===== config.mk =====
export PLATFORM = sky130hd
export DESIGN_NAME = power_switch_supervisor_unit
export DESIGN_NICKNAME = d
export VERILOG_FILES = /design/src/rtl/pss_pkg.sv /design/src/rtl/pss_limit_store.sv /design/src/rtl/pss_switch_core.sv /design/src/rtl/power_switch_supervisor_unit.sv
export SDC_FILE = /design/constraint.sdc
export NUM_CORES = 1
export LEC_CHECK = 0
export ABC_AREA = 1
export BUFFER_PORTS_ARGS = -buffer_cell sky130_fd_sc_hd__buf_4
export CAP_MARGIN = 20
export CORE_MARGIN = 2
export CORE_UTILIZATION = 25
export DETAILED_ROUTE_END_ITERATION = 10
export PLACE_DENSITY = 0.52
export REMOVE_ABC_BUFFERS = 1
export SYNTH_ARGS = -nofsm -noshare
export SYNTH_HDL_FRONTEND = slang
export SYNTH_SLANG_ARGS = --single-unit

===== constraint.sdc =====
create_clock -name clk -period 8.5 [get_ports clk]
set_input_delay 1.275 -clock clk [delete_from_list [all_inputs] [get_ports clk]]
set_output_delay 1.275 -clock clk [all_outputs]
set_load 0.02 [all_outputs]

===== src/rtl/pss_pkg.sv =====
// Package for the power switch supervisor: codes, configuration and item types.
// Used by every module of the block; depends on nothing else.
`timescale 1ns / 1ps
`default_nettype none

package pss_pkg;

    // Board size: components at or above this index do not exist.
    localparam int NUM_COMP = 64;
    localparam logic [63:0] BOARD_MASK =
        (NUM_COMP >= 64) ? {64{1'b1}} : ((64'd1 << NUM_COMP) - 64'd1);

    // Limit table geometry, fixed by the 6-bit component field.
    localparam int LIM_AW    = 6;
    localparam int LIM_DEPTH = 1 << LIM_AW;

    // Reset values of the limit defaults; the table is loaded with them at reset.
    localparam logic [7:0] V_LIMIT_RST = 8'd0;
    localparam logic [7:0] I_LIMIT_RST = 8'd0;

    localparam logic [6:0] PCT_MAX         = 7'd100;
    localparam logic [6:0] SHUNT_PCT_RST   = 7'd100;

    typedef enum logic [3:0] {
        CMD_ON       = 4'd0,
        CMD_OFF      = 4'd1,
        CMD_CYCLE    = 4'd2,
        CMD_TORQUE   = 4'd3,
        CMD_TELEM    = 4'd4,
        CMD_FORCE_ON = 4'd5,
        CMD_SET_V    = 4'd6,
        CMD_SET_I    = 4'd7
    } cmd_e;

    typedef enum logic [2:0] {
        KIND_ACK     = 3'd0,
        KIND_TELEM   = 3'd1,
        KIND_INVALID = 3'd2,
        KIND_SAFE    = 3'd3,
        KIND_SHUNT   = 3'd4
    } kind_e;

    typedef enum logic [2:0] {
        REG_SWITCHABLE = 3'd0,
        REG_SAFE_OFF   = 3'd1,
        REG_SAFE_PCT   = 3'd2,
        REG_SHUNT_PCT  = 3'd3,
        REG_SHUNT_COMP = 3'd4,
        REG_OVERRIDE   = 3'd5,
        REG_V_DEFAULT  = 3'd6,
        REG_I_DEFAULT  = 3'd7
    } reg_idx_e;

    localparam logic FUNC_COMMAND = 1'b0;
    localparam logic FUNC_CHARGE  = 1'b1;
    localparam logic LINK_NOTICE  = 1'b0;
    localparam logic [3:0] CODE_NONE = 4'd0;

    typedef struct packed {
        logic [63:0] switchable_mask;
        logic [63:0] safe_off_mask;
        logic [6:0]  safe_percent;
        logic [6:0]  shunt_percent;
        logic [5:0]  shunt_component;
        logic        limit_override;
    } cfg_t;

    typedef struct packed {
        logic       func;
        logic       link;
        logic [3:0] command;
        logic [5:0] component;
        logic [7:0] limit_value;
        logic [6:0] charge_percent;
    } item_t;

    typedef enum logic [1:0] {
        LIM_SET_V = 2'd0,
        LIM_SET_I = 2'd1,
        LIM_FORCE = 2'd2
    } lim_op_e;

    // Read-modify-write request towards the limit store.
    typedef struct packed {
        logic              valid;
        lim_op_e           op;
        logic [LIM_AW-1:0] addr;
        logic [7:0]        value;
    } lim_req_t;

    typedef struct packed {
        logic       forced;
        logic [7:0] i_limit;
        logic [7:0] v_limit;
    } lim_entry_t;

    localparam lim_entry_t LIM_ENTRY_RST = '{forced: 1'b0, i_limit: I_LIMIT_RST,
                                            v_limit: V_LIMIT_RST};

endpackage

`default_nettype wire


===== src/rtl/pss_limit_store.sv =====
// Per-component store: forced flag, voltage and current limit in one synchronous RAM.
// Read at acceptance, merged and written back in the following cycle. Depends on pss_pkg.
`timescale 1ns / 1ps
`default_nettype none

module pss_limit_store (
    input  wire logic              clk,
    input  wire logic              rst_n,
    input  wire pss_pkg::lim_req_t req
);

    pss_pkg::lim_entry_t                 mem [pss_pkg::LIM_DEPTH];
    pss_pkg::lim_entry_t                 rd_data_reg;
    logic [pss_pkg::LIM_DEPTH-1:0]       vld_reg;
    pss_pkg::lim_req_t                   req_reg;
    logic                                fwd_valid_reg;
    logic [pss_pkg::LIM_AW-1:0]          fwd_addr_reg;
    pss_pkg::lim_entry_t                 fwd_data_reg;
    pss_pkg::lim_entry_t                 old_entry;
    pss_pkg::lim_entry_t                 new_entry;

    // Read port: data registered
    always_ff @(posedge clk)
    begin
        rd_data_reg <= mem[req.addr];
    end

    always_ff @(posedge clk or negedge rst_n)
    begin
        if (!rst_n)
        begin
            req_reg       <= '0;
            fwd_valid_reg <= 1'b0;
            vld_reg       <= '0;
        end
        else
        begin
            req_reg       <= req;
            fwd_valid_reg <= req_reg.valid;
            if (req_reg.valid)
            begin
                vld_reg[req_reg.addr] <= 1'b1;
            end
        end
    end

    always_ff @(posedge clk)
    begin
        fwd_addr_reg  <= req_reg.addr;
        fwd_data_reg  <= new_entry;
    end

    // Merge: the write of the previous cycle is forwarded over stale read data
    always_comb
    begin
        if (fwd_valid_reg && (fwd_addr_reg == req_reg.addr))
        begin
            old_entry = fwd_data_reg;
        end
        else if (vld_reg[req_reg.addr])
        begin
            old_entry = rd_data_reg;
        end
        else
        begin
            old_entry = pss_pkg::LIM_ENTRY_RST;
        end
        new_entry = old_entry;
        unique case (req_reg.op)
            pss_pkg::LIM_SET_V: new_entry.v_limit = req_reg.value;
            pss_pkg::LIM_SET_I: new_entry.i_limit = req_reg.value;
            pss_pkg::LIM_FORCE: new_entry.forced  = 1'b1;
            default:            new_entry = old_entry;
        endcase
    end

    always_ff @(posedge clk)
    begin
        if (req_reg.valid)
        begin
            mem[req_reg.addr] <= new_entry;
        end
    end

endmodule

`default_nettype wire


===== src/rtl/pss_switch_core.sv =====
// Switch state, safe/shunt flags, command decode and the registered reply stage.
// Issues limit-store requests. Depends on pss_pkg.
`timescale 1ns / 1ps
`default_nettype none

module pss_switch_core (
    input  wire logic               clk,
    input  wire logic               rst_n,
    input  wire pss_pkg::cfg_t      cfg,
    input  wire pss_pkg::item_t     item,
    input  wire logic               in_valid,
    output logic                    in_ready,
    output logic                    out_valid,
    input  wire logic               out_ready,
    output logic                    reply_link,
    output logic [2:0]              reply_kind,
    output logic [3:0]              reply_code,
    output logic [63:0]             switch_states,
    output logic                    safe_active,
    output pss_pkg::lim_req_t       lim_req
);

    logic [63:0] on_reg, on_next;
    logic        safe_reg, safe_next;
    logic        safe_sent_reg, safe_sent_next;
    logic        shunt_sent_reg, shunt_sent_next;
    logic        out_valid_reg;
    logic        link_reg;
    logic [2:0]  kind_reg;
    logic [3:0]  code_reg;
    logic [63:0] states_reg;
    logic        safe_out_reg;

    logic        in_fire;
    logic        emit;
    logic        r_link;
    logic [2:0]  r_kind;
    logic [3:0]  r_code;
    logic [63:0] comp_bit;
    logic [63:0] shunt_bit;
    logic        sw;
    logic [6:0]  pct;

    assign in_ready = !out_valid_reg || out_ready;
    assign in_fire  = in_valid && in_ready;

    assign comp_bit  = (64'd1 << item.component) & pss_pkg::BOARD_MASK;
    assign shunt_bit = (64'd1 << cfg.shunt_component) & pss_pkg::BOARD_MASK;
    assign sw        = |(comp_bit & cfg.switchable_mask);
    assign pct       = (item.charge_percent > pss_pkg::PCT_MAX) ? pss_pkg::PCT_MAX
                                                               : item.charge_percent;

    always_comb
    begin
        on_next         = on_reg;
        safe_next       = safe_reg;
        safe_sent_next  = safe_sent_reg;
        shunt_sent_next = shunt_sent_reg;
        emit            = 1'b0;
        r_link          = item.link;
        r_kind          = pss_pkg::KIND_ACK;
        r_code          = item.command;
        lim_req.valid   = 1'b0;
        lim_req.op      = pss_pkg::LIM_SET_V;
        lim_req.addr    = item.component;
        lim_req.value   = item.limit_value;

        if (item.func == pss_pkg::FUNC_COMMAND)
        begin
            unique case (item.command)
                pss_pkg::CMD_ON, pss_pkg::CMD_CYCLE:
                begin
                    if (sw)
                    begin
                        on_next = on_reg | comp_bit;
                    end
                    emit = 1'b1;
                end
                pss_pkg::CMD_OFF:
                begin
                    if (sw)
                    begin
                        on_next = on_reg & ~comp_bit;
                    end
                    emit = 1'b1;
                end
                pss_pkg::CMD_TORQUE:
                begin
                    emit = 1'b1;
                end
                pss_pkg::CMD_TELEM:
                begin
                    emit   = 1'b1;
                    r_kind = pss_pkg::KIND_TELEM;
                    r_code = pss_pkg::CODE_NONE;
                end
                pss_pkg::CMD_FORCE_ON:
                begin
                    if (sw)
                    begin
                        on_next = on_reg | comp_bit;
                    end
                    lim_req.valid = in_fire && sw;
                    lim_req.op    = pss_pkg::LIM_FORCE;
                    emit          = 1'b1;
                end
                pss_pkg::CMD_SET_V:
                begin
                    lim_req.valid = in_fire && sw;
                    lim_req.op    = pss_pkg::LIM_SET_V;
                end
                pss_pkg::CMD_SET_I:
                begin
                    lim_req.valid = in_fire && sw;
                    lim_req.op    = pss_pkg::LIM_SET_I;
                end
                default:
                begin
                    emit   = 1'b1;
                    r_kind = pss_pkg::KIND_INVALID;
                    r_code = pss_pkg::CODE_NONE;
                end
            endcase
        end
        else if (!cfg.limit_override)
        begin
            r_link = pss_pkg::LINK_NOTICE;
            r_code = pss_pkg::CODE_NONE;
            priority if (pct < cfg.safe_percent)
            begin
                safe_next      = 1'b1;
                on_next        = on_reg & ~(cfg.safe_off_mask & pss_pkg::BOARD_MASK);
                emit           = !safe_sent_reg;
                safe_sent_next = 1'b1;
                r_kind         = pss_pkg::KIND_SAFE;
            end
            else if (pct > cfg.shunt_percent)
            begin
                safe_next       = 1'b0;
                on_next         = on_reg | shunt_bit;
                emit            = !shunt_sent_reg;
                shunt_sent_next = 1'b1;
                r_kind          = pss_pkg::KIND_SHUNT;
            end
            else
            begin
                emit = 1'b0;
            end
        end
    end

    always_ff @(posedge clk or negedge rst_n)
    begin
        if (!rst_n)
        begin
            on_reg         <= '0;
            safe_reg       <= 1'b0;
            safe_sent_reg  <= 1'b0;
            shunt_sent_reg <= 1'b0;
            out_valid_reg  <= 1'b0;
        end
        else
        begin
            if (in_fire)
            begin
                on_reg         <= on_next;
                safe_reg       <= safe_next;
                safe_sent_reg  <= safe_sent_next;
                shunt_sent_reg <= shunt_sent_next;
                out_valid_reg  <= emit;
            end
            else if (out_ready)
            begin
                out_valid_reg <= 1'b0;
            end
        end
    end

    always_ff @(posedge clk)
    begin
        if (in_fire && emit)
        begin
            link_reg     <= r_link;
            kind_reg     <= r_kind;
            code_reg     <= r_code;
            states_reg   <= on_next & pss_pkg::BOARD_MASK;
            safe_out_reg <= safe_next;
        end
    end

    assign out_valid     = out_valid_reg;
    assign reply_link    = link_reg;
    assign reply_kind    = kind_reg;
    assign reply_code    = code_reg;
    assign switch_states = states_reg;
    assign safe_active   = safe_out_reg;

endmodule

`default_nettype wire


===== src/rtl/power_switch_supervisor_unit.sv =====
// Top level of the power switch supervisor: configuration registers and wiring.
// Instantiates pss_switch_core and pss_limit_store; depends on pss_pkg.
`timescale 1ns / 1ps
`default_nettype none

// Power switch supervisor. Each input transaction is a link command (func 0)
// or a state-of-charge update (func 1). Commands switch a component on, off,
// power-cycle it (ends on) or force it on, and echo an acknowledge on the
// command's link; telemetry and invalid codes get replies of their own; set V
// and set I update that component's limit and give no reply. Without
// limit_override, a charge update below safe_percent clears the safe_off_mask
// components and enters safe mode; one above shunt_percent switches the shunt
// component on and leaves safe mode. Each notice goes out once after reset, on
// link 0. Every reply carries the switch states and safe flag as they stand
// after the command. Rate: one transaction per cycle; the reply sits in an
// output register and is valid the cycle after acceptance, and a new
// transaction is taken while it waits as long as out_ready is high that cycle.
// The switch states live in flip-flops; forced flags and limits sit in a
// 64-entry RAM whose read-modify-write is overlapped across transactions by
// forwarding the last write. The table needs no clearing pass: per-entry valid
// bits supply the reset contents. cfg_ready is always high; the user must write
// configuration only while the block is idle, which it does not enforce. The
// limit defaults are loaded at reset, when they hold their reset value, so
// writing registers 6 and 7 later has no visible effect and they are not kept.
module power_switch_supervisor_unit (
    input  wire logic        clk,
    input  wire logic        rst_n,
    // configuration write channel
    input  wire logic        cfg_valid,
    output logic             cfg_ready,
    input  wire logic [2:0]  cfg_index,
    input  wire logic [63:0] cfg_data,
    // input transactions
    input  wire logic        in_valid,
    output logic             in_ready,
    input  wire logic        func,
    input  wire logic        link,
    input  wire logic [3:0]  command,
    input  wire logic [5:0]  component,
    input  wire logic [7:0]  limit_value,
    input  wire logic [6:0]  charge_percent,
    // replies
    output logic             out_valid,
    input  wire logic        out_ready,
    output logic             reply_link,
    output logic [2:0]       reply_kind,
    output logic [3:0]       reply_code,
    output logic [63:0]      switch_states,
    output logic             safe_active
);

    pss_pkg::cfg_t     cfg_reg;
    pss_pkg::item_t    item;
    pss_pkg::lim_req_t lim_req;

    assign cfg_ready = 1'b1;

    // Configuration registers
    always_ff @(posedge clk or negedge rst_n)
    begin
        if (!rst_n)
        begin
            cfg_reg.switchable_mask <= '0;
            cfg_reg.safe_off_mask   <= '0;
            cfg_reg.safe_percent    <= '0;
            cfg_reg.shunt_percent   <= pss_pkg::SHUNT_PCT_RST;
            cfg_reg.shunt_component <= '0;
            cfg_reg.limit_override  <= 1'b0;
        end
        else if (cfg_valid)
        begin
            unique case (cfg_index)
                pss_pkg::REG_SWITCHABLE: cfg_reg.switchable_mask <= cfg_data;
                pss_pkg::REG_SAFE_OFF:   cfg_reg.safe_off_mask   <= cfg_data;
                pss_pkg::REG_SAFE_PCT:   cfg_reg.safe_percent    <= cfg_data[6:0];
                pss_pkg::REG_SHUNT_PCT:  cfg_reg.shunt_percent   <= cfg_data[6:0];
                pss_pkg::REG_SHUNT_COMP: cfg_reg.shunt_component <= cfg_data[5:0];
                pss_pkg::REG_OVERRIDE:   cfg_reg.limit_override  <= cfg_data[0];
                // limit defaults: only their reset value ever reaches the table
                default:                 ;
            endcase
        end
    end

    assign item.func           = func;
    assign item.link           = link;
    assign item.command        = command;
    assign item.component      = component;
    assign item.limit_value    = limit_value;
    assign item.charge_percent = charge_percent;

    pss_switch_core u_core (
        .clk           (clk),
        .rst_n         (rst_n),
        .cfg           (cfg_reg),
        .item          (item),
        .in_valid      (in_valid),
        .in_ready      (in_ready),
        .out_valid     (out_valid),
        .out_ready     (out_ready),
        .reply_link    (reply_link),
        .reply_kind    (reply_kind),
        .reply_code    (reply_code),
        .switch_states (switch_states),
        .safe_active   (safe_active),
        .lim_req       (lim_req)
    );

    pss_limit_store u_store (
        .clk   (clk),
        .rst_n (rst_n),
        .req   (lim_req)
    );

endmodule

`default_nettype wire


==> results of run 1 <==
[per-stage QoR]
| stage | instance area (sq um) | total power [mW] | worst slack (ns) | hold slack (ns) |
|---|---|---|---|---|
| 5_1_grt | 18300 | 4.51 | 3.21 | 0.479 |
| 4_1_cts | 18300 | 4.32 | 3.55 | 0.462 |
| 2_1_floorplan | 14700 | 2.37 | 2.73 | 0.422 |
| 3_5_place_dp | 17200 | 2.79 | 2.96 | 0.448 |
| 3_3_place_gp | 17200 | 2.75 | 3.01 | 0.437 |
| 6_report | 18300 | 4.26 | 3.56 | 0.459 |
[logic make-up (layout without fill, tap and decap cells)]
kind of cell,Yosys count,after routing,synth area share
buffers and inverters,318,428,0.0877
and+or+nand+nor,1093,1093,0.313
other,1,2,0.000244
adders and majority gates,11,11,0.00894
AOI/OAI and AO/OA,290,290,0.0948
DFF,290,290,0.495
[where the power goes]
group	internal (mW)	switching [mW]
clock network	0.893	0.605
registers	1.67	0.145
logic	0.298	0.655
total	2.86	1.41
[Yosys cell counts, types with 2 or more instances]
cell type and number:
a21oi_1 7, a21oi_2 2, buf_1 5, buf_2 5
buf_4 8, buf_6 16, clkbuf_1 103, clkinv_1 3
dfrtp_1 214, dfstp_2 3, edfxtp_1 73, ha_1 11
inv_1 176, inv_2 2, nand2_1 603, nand3_1 166
nand4_1 121, nor2_1 116, nor3_1 16, nor4_1 2
o21ai_0 251, o21ai_1 29, or2_2 64
[area by class of cell]
type / count / share of cell area
Clock inverter: 10 / 0.00382
Multi-Input combinational cell: 1395 / 0.355
Sequential cell: 290 / 0.416
Inverter: 181 / 0.0372
Timing Repair Buffer: 184 / 0.0764
Tap cell: 782 / 0.0534
Clock buffer: 53 / 0.0582
Antenna cell: 1 / 0.000137
[worst max path at each step]
stage                       from                       end  slack [ns]  cells after the start
2_1_floorplan          out_ready      u_core.reply_code[0]        2.73                      6
3_3_place_gp   charge_percent[4]  u_core.switch_states[10]        3.01                     17
3_5_place_dp   charge_percent[4]  u_core.switch_states[57]        2.96                     18
4_1_cts        charge_percent[4]  u_core.switch_states[53]        3.55                     18
5_1_grt        charge_percent[4]  u_core.switch_states[15]        3.21                     18
6_report       charge_percent[4]  u_core.switch_states[31]        3.56                     18
[layer usage]
layer,vias up,share of wire,global-route usage
li1,6749,-,-
met1,6744,0.43,0.224
met2,488,0.47,0.289
met3,108,0.070,0.0398
met4,2,0.033,0.0666
met5,-,0.00014,0
[worst max-delay path, cell delays in order]
cell and delay (ns):
buf_4 0.12, nor2_1 0.17, nand3_1 0.11, nand2_2 0.12, inv_1 0.06, nor2_1 0.16
ha_1 0.26, nand2_1 0.08, o21ai_0 0.07, nand4_1 0.15, nand3_4 0.64, nand2_1 0.42
nor2_1 0.07, nand3_1 0.07, nand2_1 0.06, nand2_1 0.09, clkinv_2 0.58, buf_4 0.55
==> results.ini, run 1 <==
[floorplan]
core_sq_um = 60600
start_util = 0.254
die_w_um = 252
io_pins = 175
core.rowCount = 90
die_y_um = 252
die-area_sq_um = 63600

[route]
viasPerCell = 4.87
dr.pass1.iters = 6
drc = 0
vias = 14100
routedWlPerCell_um = 19.5
totalWireLength_um = 56300
detail_route.iter0.violations = 1038
final_antenna_net_count = 0

[critical_path]
crit_fanout = 65
start_kind = primary input
endpoint_kind = flop
cp.arrival_ns = 5.17
regToRegSetupSlack_ns = 4.35
reg2reg_from = cfg_reg[9]
required_ns = 8.73
worst_r2r_endpoint = u_core.switch_states[31]
crit_type = primary input to flop
reg2regPathDepth = 13

[pwr]
leakage_nw = 8.57
powerDensity_nw_per_um2 = 233
ir_drop_v = 0.000118

[grt]
grt_max_degree = 105
grt_pass1_vias = 14000
grt_pass1_wl_um = 84600
grt_overflow = 0
antenna_found_initial = 2
grt_use_total = 0.175

[min_path]
hold_path.class = flop to flop
hold_end = u_core.shunt_sent_reg
whs_path_depth = 2
hp-start = u_core.shunt_sent_reg

[synth]
synth_top_area_share = 0.348
yosysTopAreaCell = dfrtp_1
ys_ff_latch = 290
syn-instance-count = 2003
synthFlopType = dfrtp_1
synth_area_leaders = dfrtp_1, nand2_1, edfxtp_1
syn_avg_cell_area_sq_um = 7.69
synth_area_sq_um = 15400
ys_seq_area_frac = 0.495
ys_types = 30
synth_edf_count = 73
postSynth.asyncResetShare = 0.748
yosys_warnings = 0

[sta]
maxSlewViolCount = 0
skew_ns = 0.0175
hold_violations = 0
fin_crit_sh = 0.582
slew_headroom = 0.274
fmax_mhz = 202
setup_viol = 0
setup_tns_ns = 0
worstMarginPinSlew_ns = 1.09
min_period_ns = 4.94
rsz0062_at_grt = false

[clock_tree]
cts_root_buf = clkbuf_16
hold_buffers = 0
postCtsSetupRepairBufs = 0
clockBufferDepth = 3
htreeDepth = 2
post_cts_resized = 0
cts_tree = done
clkTransAtPathRegs_ns = 0.06
tritoncts_num_sinks = 290
clock_latency_ns = 0.55
numCtsBuffers = 35

[final_layout]
multi_input_area_sq_um = 6490
nNetsFinal = 2197
most-common-layout-cells = nand2_1, o21ai_0, dfrtp_1
finalNonFillerCells = 2896
final_core_util = 0.302
drive_above_1_share = 0.153
syn_to_final_growth_pct = 19.0
nFillCells = 6431
final_common_cell = nand2_1
largest_reg_flops = 149
final-seq-area_sq_um = 7630

[place]
port_buffers = 165
place_hpwl_um = 33100
numPlacedInstances = 2831
gp_congestion = 0.799

[job]
cap_violations = 0

[run_status]
outcome = finished clean

No activity file was read; power rests on OpenSTA's default activity.
==> run 2: changes to the inputs <==
==> constraint.sdc (replaced) <==
create_clock -name clk -period 5.2 [get_ports clk]
set_input_delay 0.78 -clock clk [delete_from_list [all_inputs] [get_ports clk]]
set_output_delay 0.78 -clock clk [all_outputs]
set_load 0.02 [all_outputs]
==> run 2 against run 1 <==
Worst hold slack lost 0.094 ns. Setup slack worse by 1.6 ns. Sequential cell count is the same. Total power rose by 65%. Final cell count unchanged. Register-to-register slack worse by 1.9 ns. Global-route usage is essentially flat. Largest power group unchanged.
==> results.ini, run 2 (synthesized netlist as in run 1, its figures left out) <==
[clock_tree]
cts_tree = done  ; unchanged
tritoncts_num_sinks = 290  ; unchanged
clockBufferDepth = 3  ; unchanged
post_cts_resized = 0  ; unchanged
postCtsSetupRepairBufs = 0  ; unchanged
clock_latency_ns = 0.53  ; was 0.55 ns
hold_buffers = 0  ; unchanged
cts_root_buf = clkbuf_16  ; unchanged
numCtsBuffers = 34  ; was 35
clkTransAtPathRegs_ns = 0.05  ; was 0.06 ns
htreeDepth = 2  ; unchanged

[pwr]
leakage_nw = 8.58  ; was 8.57 nW
cellInternalPower_mw = 4.70  ; was 2.86 mW
ir_drop_v = 0.000185  ; was 0.000118 V
p_clk_frac = 0.355  ; was 0.351
p_comb_frac = 0.224  ; was 0.223
power.total_mw = 7.04  ; was 4.26 mW
switching_power_mw = 2.34  ; was 1.41 mW
switching_share = 0.332  ; was 0.330
powerDensity_nw_per_um2 = 384  ; was 233 nW/um^2
pwr-share-seq = 0.421  ; was 0.425

[route]
drc = 0  ; unchanged
totalWireLength_um = 56700  ; was 56300 um
detail_route.iter0.violations = 1240  ; was 1038
final_antenna_net_count = 0  ; unchanged
viasPerCell = 4.94  ; was 4.87
dr.pass1.iters = 6  ; unchanged
routedWlPerCell_um = 19.6  ; was 19.5 um
vias = 14300  ; was 14100

[critical_path]
cp.arrival_ns = 3.40  ; was 5.17 ns
reg2regPathDepth = 9  ; was 13
worst-path-stages = 19  ; was 18
start_kind = primary input  ; unchanged
cpLargestDelayFamily = simple AND/OR/NAND/NOR gates  ; unchanged
worst_path_max_delay_cell = nand2_2  ; was nand3_4
crit_type = primary input to flop  ; unchanged
required_ns = 5.37  ; was 8.73 ns
critPathMaxStageDelay_ns = 0.45  ; was 0.64 ns
crit_chain = buf_4 > nor2_1 > nand3_1 > nand2_2 > inv_1 > nor2_1 > ha_1 > nand2_1 > inv_1 > nand2_1 > nand2_1 > nand2_2 > nand4_1 > nand2_1 > inv_1 > nand2_1 > nand2_1 > clkinv_2 > buf_12  ; was buf_4 > nor2_1 > nand3_1 > nand2_2 > inv_1 > nor2_1 > ha_1 > nand2_1 > o21ai_0 > nand4_1 > nand3_4 > nand2_1 > nor2_1 > nand3_1 > nand2_1 > nand2_1 > clkinv_2 > buf_4
path_buf_inv = 6  ; was 4
endpoint_kind = flop  ; unchanged
crit_fanout = 73  ; was 65
crit_top_cell = nand2_1  ; unchanged

[grt]
grt_overflow = 0  ; unchanged
grt_max_degree = 107  ; was 105
antenna_found_initial = 4  ; was 2
grt_pass1_vias = 14200  ; was 14000
grt_pass1_wl_um = 85300  ; was 84600 um
grt_use_total = 0.175  ; about the same

[final_layout]
most-common-layout-cells = nand2_1, o21ai_0, dfrtp_1  ; unchanged
syn_to_final_growth_pct = 19.2  ; was 19.0%
nNetsFinal = 2197  ; unchanged
nFillCells = 6453  ; was 6431
drive_above_1_share = 0.154  ; was 0.153
largest_reg_flops = 149  ; unchanged
final_design_area_no_fill_sq_um = 18400  ; was 18300 sq um
final_common_cell = nand2_1  ; unchanged

[sta]
skew_ns = 0.0154  ; was 0.0175 ns
fmax_mhz = 310
hold_violations = 0  ; unchanged
slew_headroom = 0.252  ; was 0.274
fin_hold_ws_ns = 0.366  ; was 0.459 ns
setup_viol = 0  ; unchanged
worstMarginPinSlew_ns = 1.11  ; was 1.09 ns
rsz0062_at_grt = false  ; unchanged
maxSlewViolCount = 0  ; unchanged
min_period_ns = 3.22
fin_crit_sh = 0.620
setup_tns_ns = 0  ; unchanged

[floorplan]
start_util = 0.254  ; unchanged
die-area_sq_um = 63600  ; unchanged
core_sq_um = 60600  ; unchanged
die_w_um = 252  ; unchanged
core.rowCount = 90  ; unchanged
die_y_um = 252  ; unchanged
io_pins = 175  ; unchanged

[job]
cap_violations = 0  ; unchanged

[place]
port_buffers = 165  ; unchanged
gp_congestion = 0.805  ; was 0.799
place_hpwl_um = 32800  ; was 33100 um
place_area_sq_um = 17200  ; about the same

[run_status]
outcome = finished clean  ; unchanged

[min_path]
hold_path.class = primary input to async pin  ; was flop to flop

==> run 2: layout make-up <==
| type | instances | area, sq um | share of cell area |
|---|---|---|---|
| Tap cell | 782 | 978 | 0.0533 |
| Clock buffer | 46 | 990 | 0.0539 |
| Inverter | 181 | 682 | 0.0372 |
| Clock inverter | 16 | 150 | 0.00818 |
| Timing Repair Buffer | 185 | 1440 | 0.0785 |
| Antenna cell | 1 | 2.50 | 0.000136 |
| Multi-Input combinational cell | 1395 | 6480 | 0.353 |
| Sequential cell | 290 | 7630 | 0.416 |
==> run 2: final timing paths <==
check                      slack (ns)                       end                 start
max                              1.98  u_core.switch_states[26]     charge_percent[4]
min                              0.37          u_core.out_valid                 rst_n
max reg2reg                      2.46  u_core.switch_states[41]           cfg_reg[20]
min reg2reg                      0.46      u_core.safe_sent_reg  u_core.safe_sent_reg
max in group asynchronous        3.72         u_core.on_reg[26]                 rst_n
min in group clk                 0.46      u_core.safe_sent_reg  u_core.safe_sent_reg
==> run 2: routing by layer <==
| metal | up-vias | share of wire | track usage |
|---|---|---|---|
| li1 | 6745 | - | - |
| met1 | 6869 | 0.43 | 0.227 |
| met2 | 560 | 0.46 | 0.289 |
| met3 | 140 | 0.072 | 0.0352 |
| met4 | 6 | 0.033 | 0.0646 |
| met5 | - | 0.00055 | 0 |
==> run 2: power by group through the flow <==
stage	Clock, mW	Sequential [mW]	Combinational [mW]
floorplan	0	2.98	0.885
global placement	0	2.99	1.52
detailed placement	0	3.00	1.57
CTS	2.56	2.96	1.58
global route	2.65	3.00	1.76
finish	2.50	2.97	1.58
==> run 2: through the flow <==
| stage | utilization | setup slack, ns | cells |
|---|---|---|---|
| after global placement | 0.284 | 1.42 | 2832 |
| final | 0.303 | 1.98 | 2896 |
| after CTS | 0.303 | 1.96 | 2895 |
| after detailed placement | 0.284 | 1.42 | 2833 |
| after floorplan | - | -0.0723 | 1866 |
| after global routing | 0.303 | 1.67 | 2895 |
==> run 2: worst register-to-register path, cell delays in order (launching register included) <==
cell and delay [ns]:
dfrtp_1 0.35, inv_1 0.05, ha_1 0.30, a21oi_1 0.16
inv_1 0.09, nor2_4 0.18, buf_4 0.79, nand4_1 0.29
nand3_1 0.16, nand2_1 0.12
